<file path="config.mk">
export PLATFORM = sky130hd
export DESIGN_NAME = positional_list_engine
export DESIGN_NICKNAME = d
export VERILOG_FILES = /design/src/design/ple_pkg.sv /design/src/design/ple_front.sv /design/src/design/ple_queue.sv /design/src/design/ple_back.sv /design/src/design/positional_list_engine.sv
export SDC_FILE = /design/constraint.sdc
export NUM_CORES = 2
export LEC_CHECK = 0
export BUFFER_PORTS_ARGS = -buffer_cell sky130_fd_sc_hd__buf_2
export CAP_MARGIN = 20
export CORE_ASPECT_RATIO = 1.75
export CORE_UTILIZATION = 35
export DETAILED_ROUTE_END_ITERATION = 10
export GPL_TIMING_DRIVEN = 0
export HOLD_SLACK_MARGIN = 0.12
export MAX_ROUTING_LAYER = met4
export REMOVE_ABC_BUFFERS = 1
export SLEW_MARGIN = 20
export SYNTH_ARGS = -nofsm -noshare
export SYNTH_HDL_FRONTEND = slang
export SYNTH_HIERARCHICAL = 1
export SYNTH_SLANG_ARGS = --single-unit
</file>
<file path="constraint.sdc">
create_clock -name clk_i -period 11.9 [get_ports clk_i]
set_input_delay 2.38 -clock clk_i [delete_from_list [all_inputs] [get_ports clk_i]]
set_output_delay 2.38 -clock clk_i [all_outputs]
set_load 0.05 [all_outputs]
</file>
<file path="src/design/ple_pkg.sv">
// ---------------------------------------------------------------------------
// ple_pkg
// shared widths, codes and the operation record of the positional list engine
// ---------------------------------------------------------------------------
package ple_pkg;

  localparam int MODE_W = 3;
  localparam int ITEM_W = 32;
  localparam int POS_W  = 8;
  localparam int LEN_W  = 6;

  localparam logic [MODE_W-1:0] MODE_INS_FRONT = 3'd0;
  localparam logic [MODE_W-1:0] MODE_INS_BACK  = 3'd1;
  localparam logic [MODE_W-1:0] MODE_INS_POS   = 3'd2;
  localparam logic [MODE_W-1:0] MODE_DEL_FRONT = 3'd3;
  localparam logic [MODE_W-1:0] MODE_DEL_BACK  = 3'd4;
  localparam logic [MODE_W-1:0] MODE_DEL_POS   = 3'd5;
  localparam logic [MODE_W-1:0] MODE_DUMP      = 3'd6;

  typedef enum logic [1:0] {
    ST_OK     = 2'd0,
    ST_BADPOS = 2'd1,
    ST_FULL   = 2'd2,
    ST_EMPTY  = 2'd3
  } status_e;

  typedef enum logic [1:0] {
    OP_NOP  = 2'd0,
    OP_INS  = 2'd1,
    OP_DEL  = 2'd2,
    OP_DUMP = 2'd3
  } op_kind_e;

  typedef enum logic [1:0] {
    LOC_FRONT = 2'd0,
    LOC_BACK  = 2'd1,
    LOC_POS   = 2'd2
  } loc_e;

  typedef struct packed {
    op_kind_e                 kind;
    loc_e                     loc;
    logic                     pos_zero;
    logic [POS_W-1:0]         idx;
    logic signed [ITEM_W-1:0] value;
  } op_t;

endpackage

</file>
<file path="src/design/ple_front.sv">
// ---------------------------------------------------------------------------
// ple_front
// decodes an incoming transaction into an operation record for the queue
// ---------------------------------------------------------------------------
module ple_front (
  input  logic [ple_pkg::MODE_W-1:0]        mode_i,
  input  logic signed [ple_pkg::ITEM_W-1:0] item_in_i,
  input  logic [ple_pkg::POS_W-1:0]         position_i,
  output ple_pkg::op_t                      op_o
);
  import ple_pkg::*;

  always_comb begin
    op_o.value    = item_in_i;
    // positions are 1-based, cells 0-based
    op_o.pos_zero = (position_i == '0);
    op_o.idx      = position_i - 1'b1;
    op_o.kind     = OP_NOP;
    op_o.loc      = LOC_FRONT;
    case (mode_i)
      MODE_INS_FRONT: begin
        op_o.kind = OP_INS;
        op_o.loc  = LOC_FRONT;
      end
      MODE_INS_BACK: begin
        op_o.kind = OP_INS;
        op_o.loc  = LOC_BACK;
      end
      MODE_INS_POS: begin
        op_o.kind = OP_INS;
        op_o.loc  = LOC_POS;
      end
      MODE_DEL_FRONT: begin
        op_o.kind = OP_DEL;
        op_o.loc  = LOC_FRONT;
      end
      MODE_DEL_BACK: begin
        op_o.kind = OP_DEL;
        op_o.loc  = LOC_BACK;
      end
      MODE_DEL_POS: begin
        op_o.kind = OP_DEL;
        op_o.loc  = LOC_POS;
      end
      MODE_DUMP: begin
        op_o.kind = OP_DUMP;
      end
      default: begin
        op_o.kind = OP_NOP;
      end
    endcase
  end

endmodule

</file>
<file path="src/design/ple_queue.sv">
// ---------------------------------------------------------------------------
// ple_queue
// two-entry queue of decoded operations between front and back
// ---------------------------------------------------------------------------
module ple_queue (
  input  logic         clk_i,
  input  logic         rst_ni,
  input  logic         push_i,
  input  ple_pkg::op_t op_i,
  output logic         full_o,
  input  logic         pop_i,
  output logic         valid_o,
  output ple_pkg::op_t op_o
);
  import ple_pkg::*;

  op_t        slots_q [2];
  logic       wr_ptr_q, wr_ptr_d;
  logic       rd_ptr_q, rd_ptr_d;
  logic [1:0] fill_q, fill_d;
  logic       do_push, do_pop;

  assign full_o  = (fill_q == 2'd2);
  assign valid_o = (fill_q != 2'd0);
  assign op_o    = slots_q[rd_ptr_q];
  assign do_push = push_i && !full_o;
  assign do_pop  = pop_i && valid_o;

  always_comb begin
    wr_ptr_d = do_push ? !wr_ptr_q : wr_ptr_q;
    rd_ptr_d = do_pop ? !rd_ptr_q : rd_ptr_q;
    fill_d   = fill_q;
    if (do_push && !do_pop) begin
      fill_d = fill_q + 2'd1;
    end else if (do_pop && !do_push) begin
      fill_d = fill_q - 2'd1;
    end
  end

  always_ff @(posedge clk_i or negedge rst_ni) begin
    if (!rst_ni) begin
      wr_ptr_q <= 1'b0;
      rd_ptr_q <= 1'b0;
      fill_q   <= 2'd0;
    end else begin
      wr_ptr_q <= wr_ptr_d;
      rd_ptr_q <= rd_ptr_d;
      fill_q   <= fill_d;
    end
  end

  always_ff @(posedge clk_i) begin
    if (do_push) begin
      slots_q[wr_ptr_q] <= op_i;
    end
  end

endmodule

</file>
<file path="src/design/ple_back.sv">
// ---------------------------------------------------------------------------
// ple_back
// shifting cell array that carries out list operations and drives results
// ---------------------------------------------------------------------------
module ple_back #(
  parameter int CAPACITY = 32
) (
  input  logic                              clk_i,
  input  logic                              rst_ni,
  input  logic                              q_valid_i,
  input  ple_pkg::op_t                      q_op_i,
  output logic                              q_pop_o,
  output logic                              out_valid_o,
  input  logic                              out_stall_i,
  output ple_pkg::status_e                  status_o,
  output logic [ple_pkg::LEN_W-1:0]         length_o,
  output logic signed [ple_pkg::ITEM_W-1:0] item_out_o,
  output logic                              is_last_o
);
  import ple_pkg::*;

  localparam int CW = $clog2(CAPACITY + 1);

  typedef enum logic [1:0] {
    S_OP   = 2'b01,
    S_DUMP = 2'b10
  } state_e;

  typedef enum logic [1:0] {
    CELL_HOLD,
    CELL_INS,
    CELL_DEL,
    CELL_ROT
  } cell_op_e;

  state_e                   state_q, state_d;
  logic [CW-1:0]            count_q, count_d;
  logic [CW-1:0]            rem_q, rem_d;
  logic signed [ITEM_W-1:0] cells_q [CAPACITY];
  logic signed [ITEM_W-1:0] cells_d [CAPACITY];
  cell_op_e                 cell_op;
  logic [POS_W-1:0]         eidx;
  logic [POS_W-1:0]         count_pos;
  logic [POS_W-1:0]         last_pos;
  logic                     out_ready;
  logic                     out_load;
  status_e                  res_status;
  logic signed [ITEM_W-1:0] res_item;
  logic                     res_last;

  logic                     out_valid_q;
  status_e                  status_q;
  logic [LEN_W-1:0]         length_q;
  logic signed [ITEM_W-1:0] item_q;
  logic                     last_q;

  assign count_pos = POS_W'(count_q);
  assign last_pos  = count_pos - 1'b1;
  assign out_ready = !out_valid_q || !out_stall_i;

  always_comb begin
    state_d    = state_q;
    count_d    = count_q;
    rem_d      = rem_q;
    cell_op    = CELL_HOLD;
    eidx       = '0;
    q_pop_o    = 1'b0;
    out_load   = 1'b0;
    res_status = ST_OK;
    res_item   = '0;
    res_last   = 1'b1;
    case (state_q)
      S_OP: begin
        if (q_valid_i && out_ready) begin
          q_pop_o  = 1'b1;
          out_load = 1'b1;
          case (q_op_i.kind)
            OP_INS: begin
              case (q_op_i.loc)
                LOC_FRONT: eidx = '0;
                LOC_BACK:  eidx = count_pos;
                default:   eidx = q_op_i.idx;
              endcase
              if (q_op_i.loc == LOC_POS && (q_op_i.pos_zero || q_op_i.idx > count_pos)) begin
                res_status = ST_BADPOS;
              end else if (count_q == CW'(CAPACITY)) begin
                res_status = ST_FULL;
              end else begin
                cell_op = CELL_INS;
                count_d = count_q + 1'b1;
              end
            end
            OP_DEL: begin
              case (q_op_i.loc)
                LOC_FRONT: eidx = '0;
                LOC_BACK:  eidx = last_pos;
                default:   eidx = q_op_i.idx;
              endcase
              if (count_q == '0) begin
                res_status = ST_EMPTY;
              end else if (q_op_i.loc == LOC_POS &&
                           (q_op_i.pos_zero || q_op_i.idx >= count_pos)) begin
                res_status = ST_BADPOS;
              end else begin
                cell_op = CELL_DEL;
                count_d = count_q - 1'b1;
              end
            end
            OP_DUMP: begin
              if (count_q == '0) begin
                res_status = ST_EMPTY;
              end else begin
                // front cell goes out, the list rotates so the next one follows
                res_item = cells_q[0];
                res_last = (count_q == CW'(1));
                cell_op  = CELL_ROT;
                if (count_q != CW'(1)) begin
                  rem_d   = count_q - 1'b1;
                  state_d = S_DUMP;
                end
              end
            end
            default: begin
              res_status = ST_OK;
            end
          endcase
        end
      end
      S_DUMP: begin
        if (out_ready) begin
          out_load = 1'b1;
          res_item = cells_q[0];
          res_last = (rem_q == CW'(1));
          cell_op  = CELL_ROT;
          rem_d    = rem_q - 1'b1;
          if (rem_q == CW'(1)) begin
            state_d = S_OP;
          end
        end
      end
      default: begin
        state_d = S_OP;
      end
    endcase
  end

  // cell array: a cell keeps itself, takes a neighbour, the new value or cell 0
  always_comb begin
    cells_d = cells_q;
    case (cell_op)
      CELL_INS: begin
        if (eidx == '0) begin
          cells_d[0] = q_op_i.value;
        end
        for (int i = 1; i < CAPACITY; i++) begin
          if (POS_W'(i) == eidx) begin
            cells_d[i] = q_op_i.value;
          end else if (POS_W'(i) > eidx) begin
            cells_d[i] = cells_q[i-1];
          end
        end
      end
      CELL_DEL: begin
        for (int i = 0; i < CAPACITY - 1; i++) begin
          if (POS_W'(i) >= eidx) begin
            cells_d[i] = cells_q[i+1];
          end
        end
      end
      CELL_ROT: begin
        for (int i = 0; i < CAPACITY - 1; i++) begin
          if (POS_W'(i + 1) < count_pos) begin
            cells_d[i] = cells_q[i+1];
          end
        end
        for (int i = 0; i < CAPACITY; i++) begin
          if (POS_W'(i) == last_pos) begin
            cells_d[i] = cells_q[0];
          end
        end
      end
      default: begin
        cells_d = cells_q;
      end
    endcase
  end

  always_ff @(posedge clk_i or negedge rst_ni) begin
    if (!rst_ni) begin
      state_q     <= S_OP;
      count_q     <= '0;
      rem_q       <= '0;
      out_valid_q <= 1'b0;
    end else begin
      state_q     <= state_d;
      count_q     <= count_d;
      rem_q       <= rem_d;
      out_valid_q <= out_load || (out_valid_q && out_stall_i);
    end
  end

  always_ff @(posedge clk_i) begin
    cells_q <= cells_d;
    if (out_load) begin
      status_q <= res_status;
      length_q <= LEN_W'(count_d);
      item_q   <= res_item;
      last_q   <= res_last;
    end
  end

  assign out_valid_o = out_valid_q;
  assign status_o    = status_q;
  assign length_o    = length_q;
  assign item_out_o  = item_q;
  assign is_last_o   = last_q;

endmodule

</file>
<file path="src/design/positional_list_engine.sv">
// ---------------------------------------------------------------------------
// positional_list_engine
// ordered list of signed 32-bit values with positional insert, delete, dump
// ---------------------------------------------------------------------------
// Holds up to CAPACITY values in a row of shifting cells, front at cell 0.
// Input transactions are decoded and queued (two entries) ahead of the
// cell array, so input and output stall independently. Every insert or
// delete is carried out in the cell array and yields one result with a
// status and the new length; unused mode 7 likewise. A dump yields one
// result per stored value, read from the single front cell as the array
// rotates (or one result with status empty for an empty list); no further
// operation starts until the dump ends. An accepted transaction passes
// through a queue slot and then the output register before its result shows.
module positional_list_engine #(
  parameter int CAPACITY = 32
) (
  input  logic                              clk_i,
  input  logic                              rst_ni,
  input  logic                              in_valid_i,
  output logic                              in_stall_o,
  input  logic [ple_pkg::MODE_W-1:0]        mode_i,
  input  logic signed [ple_pkg::ITEM_W-1:0] item_in_i,
  input  logic [ple_pkg::POS_W-1:0]         position_i,
  output logic                              out_valid_o,
  input  logic                              out_stall_i,
  output ple_pkg::status_e                  status_o,
  output logic [ple_pkg::LEN_W-1:0]         length_o,
  output logic signed [ple_pkg::ITEM_W-1:0] item_out_o,
  output logic                              is_last_o
);
  import ple_pkg::*;

  op_t  front_op;
  op_t  queue_op;
  logic queue_full;
  logic queue_valid;
  logic queue_pop;

  assign in_stall_o = queue_full;

  ple_front u_front (
    .mode_i     (mode_i),
    .item_in_i  (item_in_i),
    .position_i (position_i),
    .op_o       (front_op)
  );

  ple_queue u_queue (
    .clk_i   (clk_i),
    .rst_ni  (rst_ni),
    .push_i  (in_valid_i),
    .op_i    (front_op),
    .full_o  (queue_full),
    .pop_i   (queue_pop),
    .valid_o (queue_valid),
    .op_o    (queue_op)
  );

  ple_back #(
    .CAPACITY (CAPACITY)
  ) u_back (
    .clk_i       (clk_i),
    .rst_ni      (rst_ni),
    .q_valid_i   (queue_valid),
    .q_op_i      (queue_op),
    .q_pop_o     (queue_pop),
    .out_valid_o (out_valid_o),
    .out_stall_i (out_stall_i),
    .status_o    (status_o),
    .length_o    (length_o),
    .item_out_o  (item_out_o),
    .is_last_o   (is_last_o)
  );

endmodule

</file>
======== Word level (Yosys, flattened, before mapping) ========
Memories as Yosys holds them, arrays and structs flattened.
Index checks and enable logic that the tools add are counted.
Widths: inputs -> output; s select.
storage, ports and cells
  RAM bits ................................ 90
  memory bits (read-only) ................. 0
  logic and storage cells ................. 619
  bits in latches ......................... 0
  input port bits ......................... 47
  flip-flop bits (word level) ............. 1084
  output and inout port bits .............. 43
  memories ................................ 1
operators by class
  $lt $le $gt $ge ......................... 95
  add/subtract/negate cells ............... 7
  bitwise gates (word level) .............. 0
  shift-type cells ........................ 0
  reductions and logical operators ........ 69
  equality and inequality tests ........... 185
  multiplexer cells ....................... 219
  div/mod/pow operators ................... 0
  multipliers ............................. 0
memories
  name             depth  bits a word  rd ports  clocked after memory_dff  wr ports  RTL line         RTL
  u_queue.slots_q  2      45           1         0                         1         ple_queue.sv:17  op_t slots_q [2];
operator list
  kind                count
  $mux 32             161
  $pmux 992 s3        1
  $eq 5x8->1 const A  32
  $ne 3x1->1 const B  61
  $eq 4x8->1 const A  16
  $gt 5x8->1 const A  16
  $pmux 32 s2         2
  $ge 5x8->1 const A  15
  $reduce_and 4->1    30
  $lt 5x6->1 const A  16
  $ne 2x1->1 const B  38
  $mux 6              11
  $eq 3x8->1 const A  8
  $ge 4x8->1 const A  8
  $gt 4x8->1 const A  8
  $lt 4x6->1 const A  8
  $pmux 8 s2          3
  $mux 2              18
  $eq 2x8->1 const A  4
  $ge 3x8->1 const A  4
  $gt 3x8->1 const A  4
  $logic_not 8->1     3
  $lt 3x6->1 const A  4
  $pmux 6 s2          2
  other kinds (43)    102

======== Logic depth before layout (Yosys ltp) ========
An unclocked memory read counts as a cell.
  word-level depth ........................ 12
  depth in mapped cells ................... 16

======== Cells and area by module ========
The synthesis kept the hierarchy.
modules (own cells, without submodules)
  module     area an instance (um^2)  sequential area each (um^2)  instances  cells each
  ple_back   64603.2                  32357.3                      1          6033
  ple_queue  3647.2                   2802.7                       1          159
  ple_front  450.4                    0.0                          1          61

======== Least setup slack after synthesis ========
Ideal clock, no wire load.
  kind .................................... input to register
  start point ............................. input port out_stall_i
  end point ............................... register u_back/cells_q[800] in the netlist's numbering (enable)
  path buffers ............................ 4
  arrival time ............................ 6681 ps
  cell stages on the path ................. 9
  slack ................................... 4739 ps
  cell sequence ........................... a21boi_2 > a32oi_1 > buf_2 > o31ai_2 > buf_4 > buf_2 > buf_4 > nor2_1 > a311oi_1
between the ends
  word-level cells in the longest chain between the ends .. 8
RTL lines
  element                                       RTL line                      RTL
  start: declaration                            positional_list_engine.sv:25  input logic out_stall_i,
  $logic_not 1->1 *                             ple_back.sv:59                assign out_ready = !out_valid_q || !out_stall_i;
  $logic_or 1x1->1 *                            ple_back.sv:59
  $logic_and 1x1->1                             ple_back.sv:74                if (q_valid_i && out_ready) begin
  $mux 8 / $mux 2 (equally long branches)       ple_back.sv:74
  $mux 8 / $pmux 2 s2 (equally long branches)   ple_back.sv:72                case (state_q)
  $gt 3x8->1 (tied with other cells)            ple_back.sv:158               end else if (POS_W'(i) > eidx) begin
  $ne 3x1->1 (no line) (tied with other cells)  -
  $reduce_and 4->1 (no line) *                  -
  end signal: assignment                        ple_back.sv:203               cells_q <= cells_d;
  end: declaration                              ple_back.sv:39                logic signed [ITEM_W-1:0] cells_q [CAPACITY];
Every way passes the cells marked *; elsewhere a longest branch is shown, timed or not.
A chain may end at the register's enable or synchronous reset.

==> metrics.csv <==
metric,value,unit
Final min period,7461,ps
met2 WL,130.4,mm
CTS Hold Bufs,0,
post-CTS setup repair buffer count,0,
Final setup viols,0,
pwr dens,289.9,mW/mm²
Max VDD drop,192.4,µV
cell area after placement,0.07612,mm²
die height,588.1,µm
first-pass GRT wire length,398.0,mm
Longest Clk Path Bufs,3,
Syn Inst Count,6253,
distinct cell type count after synthesis,89,
clock sink count,1174,
drt drc,0,
largest net degree at the start of global routing,55,
Cells on Worst Hold Path,1,
most frequent cells in the layout,"edfxtp_1 (1155), mux2i_1 (771), o21ai_0 (744)",
crit-path cells,inv_1 -> ha_1 -> nor4_1 -> a21oi_1 -> nor2_1 -> a21boi_4 -> buf_16 -> buf_16 -> buf_16 -> buf_16 -> nor2_4 -> buf_16 -> buf_16 -> buf_12 -> buf_16 -> buf_12 -> buf_12 -> buf_12 -> buf_12 -> a21o_2 -> buf_16 -> a221o_1,
critical path's largest stage delay,1010,ps
P_leak,26.36,nW
reg2reg start,u_back/count_q[5]$_DFF_PN0_,
Hold Path Class,reg -> reg,
Max Cap Viol,0,
Worst Hold Endpoint,u_queue/fill_q[1]$_DFFE_PN0P_,
Pre-Repair DR Iteration Count,9,
DRT antenna net count,0,
Slew HR,21.51,%
via density per instance,6.830,
Core Area,0.1947,mm²
CTS buffer count,109,
Post-synth EDFFs,1155,
H-Tree Depth,3,
max layer used,met4,
worst r2r path cells,22,
Post-synth ARST share,1.618,%
top_reg_cell synth,edfxtp_1,
Initial DRC Count,8684,
status,"complete, no violations",
Site Rows,214,
clk_skew,82.52,ps
nets,6080,
period utilisation layout,62.70,%
worst path arrival time,8060,ps
setup TNS,0,ps
CP max-delay cell,dfrtp_1,
Port Buffer Count,89,
CTS Root Cell,clkbuf_16,
syn_area_per_cell,10.99,µm²
Synth Cell Area,0.06870,mm²
RR Endpoint,u_back/cells_q[933]$_DFFE_PP_,
clk slew on worst S/H paths,70,ps
Syn-to-layout area delta,16.47,%
Detailed Place HPWL,188.0,mm
grt ovf,0,
worst hold start,u_queue/fill_q[1]$_DFFE_PN0P_,
Finished Cell Area,0.08002,mm²
starting utilization of the core area,35.29,%
initial antenna violation count,3,
Yosys reg bits,1174,
Least-Margin Pin Slew,1174,ps
total die area,0.1981,mm²
"reg-to-reg slack, setup",4440,ps
Post-CTS Resized,0,
crit-path max FO,29,
type of origin of the critical path,flip-flop,
CP Class,reg -> reg,
Finished Layout Cells,8698,
share of cells above drive strength 1,14.78,%
"most common cell after layout, fill and taps aside",edfxtp_1,
gr usage total,27.21,%
critical path data required time,12500,ps
vias in the first global route,59150,
Hold Fails Final Rpt,0,
DRT Wirelength,270.7,mm
setup repair after global routing missed its margin,false,
CP Capture Type,flip-flop,
Fill cells,18264,
met3 WL post-DR,26.17,mm
via count,59404,
Cells after DPL,8480,
Slew Limit Fails,0,
Die W,336.9,µm
RePlAce Congestion,0.9215,
"Seq/Total Area, Yosys",51.18,%
CTS tree,done,
worst skew pair latency,760,ps
Most common cell on crit path,buf_16,
I/O pins,90,
wire per inst,31.13,µm
synth warn,6,
fmax,134.0,MHz
met1 WL,94.64,mm
[per-layer routing]
metal  GRT usage, %  up-vias
li1               -    24291
met1          31.13    29293
met2          44.21     4521
met3          4.681     1299
met4          16.66        0
met5              -        -
[registers in the layout, summed over array words and instances (netlist names)]
register and flops:
u_back/cells_q 1024, u_back/count_q 6, u_back/is_last_o 1, u_back/item_out_o 32
u_back/length_o 6, u_back/out_valid_o 1, u_back/rem_q 6, u_back/state_q 2
u_back/status_o 2, u_queue/fill_q 2, u_queue/rd_ptr_q 1, u_queue/slots_q 90
u_queue/wr_ptr_q 1
[metrics by stage]
step                      util [%]  worst slack (ps)  hold WS [ps]  power, mW
after floorplan                  -            -14440         456.4      14.43
after global placement       35.24            -73290         475.2      18.57
after detailed placement     39.11              4065         502.0      18.97
after CTS                    41.02              4866         511.6      22.82
after global routing         41.11              4334         517.2      23.92
final                        41.11              4439         511.5      23.20
[power breakdown]
part	total [mW]	internal, mW	switching, mW
logic	11.3	3.93	7.35
clock network	3.82	2.08	1.74
registers	8.09	7.07	1.02
total	23.2	13.1	10.1
[cells by family (layout without fill, tap and decap cells)]
family                     count (synthesis)  after routing  synth area share, %
and+or+nand+nor                         1002           1002                7.137
other                                      0              2                    0
DFF                                     1174           1174                51.18
muxes                                    819            819                12.23
AOI/OAI and AO/OA                       2266           2266                22.79
xor gates and xnor gates                  14             14               0.1785
adders and majority gates                 24             24               0.4335
buffers and inverters                    954            805                6.045
[critical path, delay by kind of cell (launching register included)]
kind	cells	cell delay, ps
buffers and inverters	14	3300
AO/OA/AOI/OAI	4	1360
AND/OR/NAND/NOR	3	1080
flip-flops	1	1010
adder cells (fa/ha/maj)	1	360
[synthesized netlist by cell type, drive strengths merged, types with 14 or more instances]
master	number	area [µm²]
mux2	48	686.9
dfrtp	18	450.4
or3	14	88.84
buf	292	1668
o221ai	194	1699
nand2	266	1001
o21ai	807	4058
edfxtp	1155	34680
nor2	72	290.3
mux2i	771	7717
nand3	420	2107
nor3	139	758.2
inv	96	360.3
a221o	480	4805
a21boi	36	285.3
a311oi	14	122.6
a21oi	440	2206
a32oi	163	1428
ha	23	287.8
a211oi	54	430.4
clkbuf	566	2125
[layout make-up]
| class | instances | area [µm²] | share of cell area, % |
|---|---|---|---|
| Antenna cell | 2 | 5.005 | 0.006255 |
| Clock buffer | 132 | 2877 | 3.595 |
| Clock inverter | 73 | 847.1 | 1.059 |
| Inverter | 96 | 362.8 | 0.4535 |
| Multi-Input combinational cell | 4125 | 30590 | 38.23 |
| Sequential cell | 1174 | 35170 | 43.95 |
| Tap cell | 2592 | 3243 | 4.053 |
| Timing Repair Buffer | 504 | 6922 | 8.650 |
[worst max path at each step]
stage                                           start                             to  slack [ps]  depth (start not counted)
after detailed placement                  out_stall_i  u_back/cells_q[355]$_DFFE_PP_        4060                         13
final                     u_back/count_q[5]$_DFF_PN0_  u_back/cells_q[933]$_DFFE_PP_        4440                         22
after floorplan                           out_stall_i  u_back/cells_q[864]$_DFFE_PP_      -14440                          5
after global placement                    out_stall_i  u_back/cells_q[893]$_DFFE_PP_      -73290                          6
after CTS                 u_back/count_q[5]$_DFF_PN0_  u_back/cells_q[964]$_DFFE_PP_        4870                         23
after global routing      u_back/count_q[5]$_DFF_PN0_  u_back/cells_q[936]$_DFFE_PP_        4330                         22
(Power assumes the default switching activity.)
